--- src/hdl/i8i16dp_pkg.sv ---
`timescale 1ns / 1ps

package i8i16dp_pkg;

  // Word and result geometry
  localparam int WORD_W  = 64;
  localparam int DOT_W   = 32;
  localparam int PART_W  = 16;
  localparam int LANES8  = 8;
  localparam int LANES16 = 4;
  localparam int E8_W    = WORD_W / LANES8;
  localparam int E16_W   = WORD_W / LANES16;

  // Words per block
  localparam int BLOCK_WORDS_DEF = 4;

  // Element type codes (mode register)
  localparam logic ELEM_I8  = 1'b0;
  localparam logic ELEM_I16 = 1'b1;

endpackage

--- src/hdl/i8i16dp_mul.sv ---
`timescale 1ns / 1ps

// Lane multipliers: eight int8 products or four int16 products per word.
// The set that does not match the element type is forced to zero.
module i8i16dp_mul (
  input  logic [i8i16dp_pkg::WORD_W-1:0]                          a_word_i,
  input  logic [i8i16dp_pkg::WORD_W-1:0]                          b_word_i,
  input  logic                                                    mode_i,
  output logic [i8i16dp_pkg::LANES8-1:0][i8i16dp_pkg::PART_W-1:0] prod8_o,
  output logic [i8i16dp_pkg::LANES16-1:0][i8i16dp_pkg::DOT_W-1:0] prod16_o
);

  localparam int E8_W  = i8i16dp_pkg::E8_W;
  localparam int E16_W = i8i16dp_pkg::E16_W;

  // 8-bit lanes: signed 8x8 always fits in 16 bits
  for (genvar i = 0; i < i8i16dp_pkg::LANES8; i++) begin : g_l8
    logic signed [E8_W-1:0]                ea, eb;
    logic signed [i8i16dp_pkg::PART_W-1:0] p;
    assign ea = a_word_i[i*E8_W +: E8_W];
    assign eb = b_word_i[i*E8_W +: E8_W];
    assign p  = ea * eb;
    assign prod8_o[i] = (mode_i == i8i16dp_pkg::ELEM_I8) ? p : '0;
  end

  // 16-bit lanes: signed 16x16 fits in 32 bits
  for (genvar i = 0; i < i8i16dp_pkg::LANES16; i++) begin : g_l16
    logic signed [E16_W-1:0]              ea, eb;
    logic signed [i8i16dp_pkg::DOT_W-1:0] p;
    assign ea = a_word_i[i*E16_W +: E16_W];
    assign eb = b_word_i[i*E16_W +: E16_W];
    assign p  = ea * eb;
    assign prod16_o[i] = (mode_i == i8i16dp_pkg::ELEM_I16) ? p : '0;
  end

endmodule
--- config.mk ---
export PLATFORM = sky130hd
export DESIGN_NAME = i8i16dp_mul
export DESIGN_NICKNAME = d
export VERILOG_FILES = /design/src/hdl/i8i16dp_pkg.sv /design/src/hdl/i8i16dp_mul.sv
export SDC_FILE = /design/constraint.sdc
export NUM_CORES = 2
export LEC_CHECK = 0
export BUFFER_PORTS_ARGS = -buffer_cell sky130_fd_sc_hd__buf_4
export CAP_MARGIN = 5
export CORE_MARGIN = 2
export CORE_UTILIZATION = 59
export DETAILED_ROUTE_END_ITERATION = 7
export PLACE_DENSITY = 0.78
export SYNTH_ARGS = -nofsm -noshare
export SYNTH_HDL_FRONTEND = slang
export SYNTH_SLANG_ARGS = --single-unit
--- constraint.sdc ---
create_clock -name vclk -period 6.6
set_input_delay 0.66 -clock vclk [all_inputs]
set_output_delay 0.66 -clock vclk [all_outputs]
set_load 0.01 [all_outputs]
# == Word-level counts from Yosys, hierarchy flattened ==
# Index checks and enable logic that the tools add are counted.
# Widths: inputs -> output; s select.
# classes
mul,12
mux,12
# op_table
operator,n
$mul 16x16->32,4
$mul 8x8->16,8
$mux 16,8
$mux 32,4
# word_totals
ff_bits,0
word_cells,24

# == Logic depth before layout (Yosys ltp) ==
# depth
ltp_word,2
ltp_mapped,24
depth_no_buf,23

# == Least setup slack after synthesis ==
# Ideal clock, no wire load.
# synth_path
path_type,in2out
from,in b_word_i[55] (netlist bit)
to,out prod16_o[123] (netlist bit)
t_arrival_ps,6664
slack_ps,-724
path_stages,24
cell_sequence,clkbuf_1 -> nand2_1 -> fa_1 -> inv_1 -> fa_1 -> inv_1 -> fa_1 -> inv_1 -> fa_1 -> fa_1 -> inv_1 -> fa_1 -> inv_1 -> ha_1 -> buf_4 -> a211oi_2 -> and2_4 -> a32o_1 -> a311o_1 -> o311a_1 -> or2_4 -> o21ai_2 -> a211oi_1 -> nor4_1
# synth_lines
item,line,text
"start, declared",i8i16dp_mul.sv:7,"input logic [i8i16dp_pkg::WORD_W-1:0] b_word_i,"
"end, declared",i8i16dp_mul.sv:10,output logic [i8i16dp_pkg::LANES16-1:0][i8i16dp_pkg::DOT_W-1:0] prod16_o

==> impl_results.md <==
- Startpoint type of the worst setup path: input pin
- Die height: between 300 and 400 um
- Synthesized area per cell: about 8.9 um^2
- Cell family with most CP delay: adder cells
- Routed met2 length: 79900 um
- Post-Syn Nets: 8246
- Horizontal die dimension: ~310 um
- Max Cap Violations: 0
- Post-Route Hold Slack: about 1.8 ns
- Average wire per cell in the routed design: 18.6 um
- Commonest cells in the netlist: inv_1, fa_1, and2_1
- Worst path bufs/invs: 8
- Detailed-route wire length: approximately 160000 um
- Number of global-route vias before repair: slightly above 50000
- Cell count after synthesis: approximately 6200
- Worst Slack Setup Final: -0.697 ns
- Final-layout clock buffer total: 0
- Routed length on met1: between 50000 and 60000 um
- Initial Util: 0.592
- Drt first pass iters: 6
- Cell with the most instances on the worst path: fa_1
- Most instantiated library cell after synthesis: inv_1
- Detailed route wirelength on metal3: around 12000 um
- Peak clock frequency supported by timing: 0.137 GHz
- Post-CTS Hold Fix Bufs: 0
- Violated checks: negative setup slack
- Slowest stage cell, crit path: fa_1
- Top-area cell type share of the netlist area: 0.509
- Critical Path, Cell by Cell: buf_8 -> buf_4 -> and2_1 -> fa_1 -> inv_1 -> fa_1 -> fa_1 -> inv_1 -> fa_1 -> fa_1 -> inv_1 -> fa_1 -> inv_1 -> ha_4 -> a21oi_4 -> o21ai_2 -> o41ai_2 -> buf_4 -> o311a_4 -> nor3_1 -> or3_1 -> a21oi_2 -> mux2i_2 -> buf_4
- Detailed placer's ending HPWL: about 130000 um
- Core area: about 93000 um^2
- Initial drt markers: 3006
- Peak per-stage delay on the critical path: around 0.53 ns
- Tightest slew margin relative to the limit: 0.331
- Sequential cell area: 0 um^2
- Path type of the worst min-delay path: in2out
- Crit path DAT: ~6.6 ns
- Share of the cycle needed by the critical path after routing: 1.11
- Finish-stage setup viols: 57
- Share of cells above drive strength 1: 0.253
- Total global routing track utilization: 0.337
- Number of input and output port buffers inserted: around 390
- Yosys warning total: 0
- Final RePlAce weighted congestion: 0.973
- Cell type with the largest total area after synthesis: fa_1
- Final period demand of the worst path: around 7.3 ns
- Growth of design area from synthesis to finish: 26.3%
- Startpoint of the worst hold path: b_word_i[32]
- Worst setup EP type: primary output
- First-pass GRT wire length: between 200000 and 300000 um
- Seq Cell Count: 0
- Pin count of the biggest net entering global routing: between 90 and 100
- Final-stage net count: roughly 9400
- Largest cells by area after synthesis: fa_1, ha_1, inv_1, and2_1, nand2_1
- Area taken by multi-input logic gates: approximately 50000 um^2
- Antenna Nets Post-Route: 0
- CP Data Required Time: a little under 6 ns
- Vias after detailed routing: around 46000
- Netlist area before placement: 55000 um^2
- Sequential cell area fraction in the yosys report: 0
- Total grt overflow: 0
- CP Class: in2out
- Highest metal layer with signal wires: met5
- Routed vias/inst: about 5.3
- Number of fillers in the final layout: about 6000
- Top fanout value on the critical path: 5
- Setup repair after global routing missed its margin: yes
- Post-detailed-route DRC marker count: 0
- Antenna violations before repair: 2
- Area enclosed by the die boundary: ~96000 um^2
- Library cells used by synthesis: between 60 and 70
- Number of cell rows: about 110
- Top-level port count: 385
- Transition time at the pin with the least slew margin: 1.00 ns
- Final hold viol count: 0
- Status: complete, but fails checks
- Cell count of the worst hold path: 4
- Max Transition Viols Final: 0
- Capture endpoint of the worst hold path: prod16_o[64]
-- per-stage QoR --
| step | worst slack [ns] | instance area (um^2) | setup TNS [ns] | utilization | std cells |
|---|---|---|---|---|---|
| detailed placement | -0.869 | 65600 | -20.31 | 0.706 | 8489 |
| global route | -0.847 | 69500 | -25.92 | 0.748 | 8597 |
| finish | -0.697 | 69500 | -16.66 | 0.748 | 8601 |
| global placement | -0.747 | 65600 | -15.99 | 0.706 | 8489 |
| floorplan | -0.322 | 55500 | -1.01 | - | 6165 |
| CTS | -0.568 | 68100 | -10.01 | 0.733 | 8554 |
-- layout make-up --
class | instances | area share
repair buffers | 1342 | 0.161
well taps | 1254 | 0.0226
multi-input cells | 4164 | 0.717
diodes | 4 | 0.000144
inverters | 1837 | 0.0993
-- timing repair --
item	in CTS	in global routing
cloned	1	0
pin swaps	330	256
endpoints found under the setup margin	72	75
buffers inserted	68	48
resized for setup	502	296
endpoints found under the hold margin	0	0
-- cell usage in the layout (no fill, tap or decap), types with 15 or more instances in the layout --
master    netlist  routed
a21o_1         74      74
a21oi_1       130      86
a21oi_2         0      35
and2_1        557     470
and2_4          1      88
and3_1         17      17
buf_12          0      35
buf_4           1    1148
buf_6           0     133
buf_8           0      25
fa_1         1400    1342
fa_2            0      58
ha_1          552     494
ha_4            0      48
inv_1        1837    1751
inv_2           0      83
nand2_1       471     426
nand2_2         0      33
nand2b_1       39      38
nand3_1        25      19
nor2_1        301     275
nor2_2          0      17
nor2b_1        65      64
nor3_1         30      22
o21ai_0        66      39
o21ai_2         1      15
o21bai_1       40      38
xnor2_1       186     172
xor2_1         67      66
-- worst max-delay path by stage --
stage | from | to | cells after the start
6_report | b_word_i[52] | prod16_o[125] | 24
5_1_grt | b_word_i[52] | prod16_o[125] | 24
4_1_cts | a_word_i[59] | prod16_o[125] | 22
3_5_place_dp | b_word_i[49] | prod16_o[125] | 25
3_3_place_gp | b_word_i[49] | prod16_o[125] | 25
2_1_floorplan | b_word_i[52] | prod16_o[127] | 23
-- per-layer routing --
metal  up-vias  GRT usage
li1      20200          -
met5         -          0
met3       631     0.0503
met2      2028      0.585
met4         2      0.151
met1     23100      0.418
-- cells by family (layout without fill, tap and decap cells) --
kind of cell | count (synthesis) | after routing | share of synthesized area
AOI/OAI and AO/OA | 402 | 402 | 0.0467
xor gates and xnor gates | 253 | 253 | 0.0403
adders and majority gates | 1952 | 1952 | 0.635
buffers and inverters | 2001 | 3179 | 0.137
muxes | 6 | 6 | 0.00116
other | 0 | 4 | 0
and+or+nand+nor | 1551 | 1551 | 0.141
Power is not shown: default switching activity piles up to over one toggle a cycle in this logic, so the estimate is an artifact.
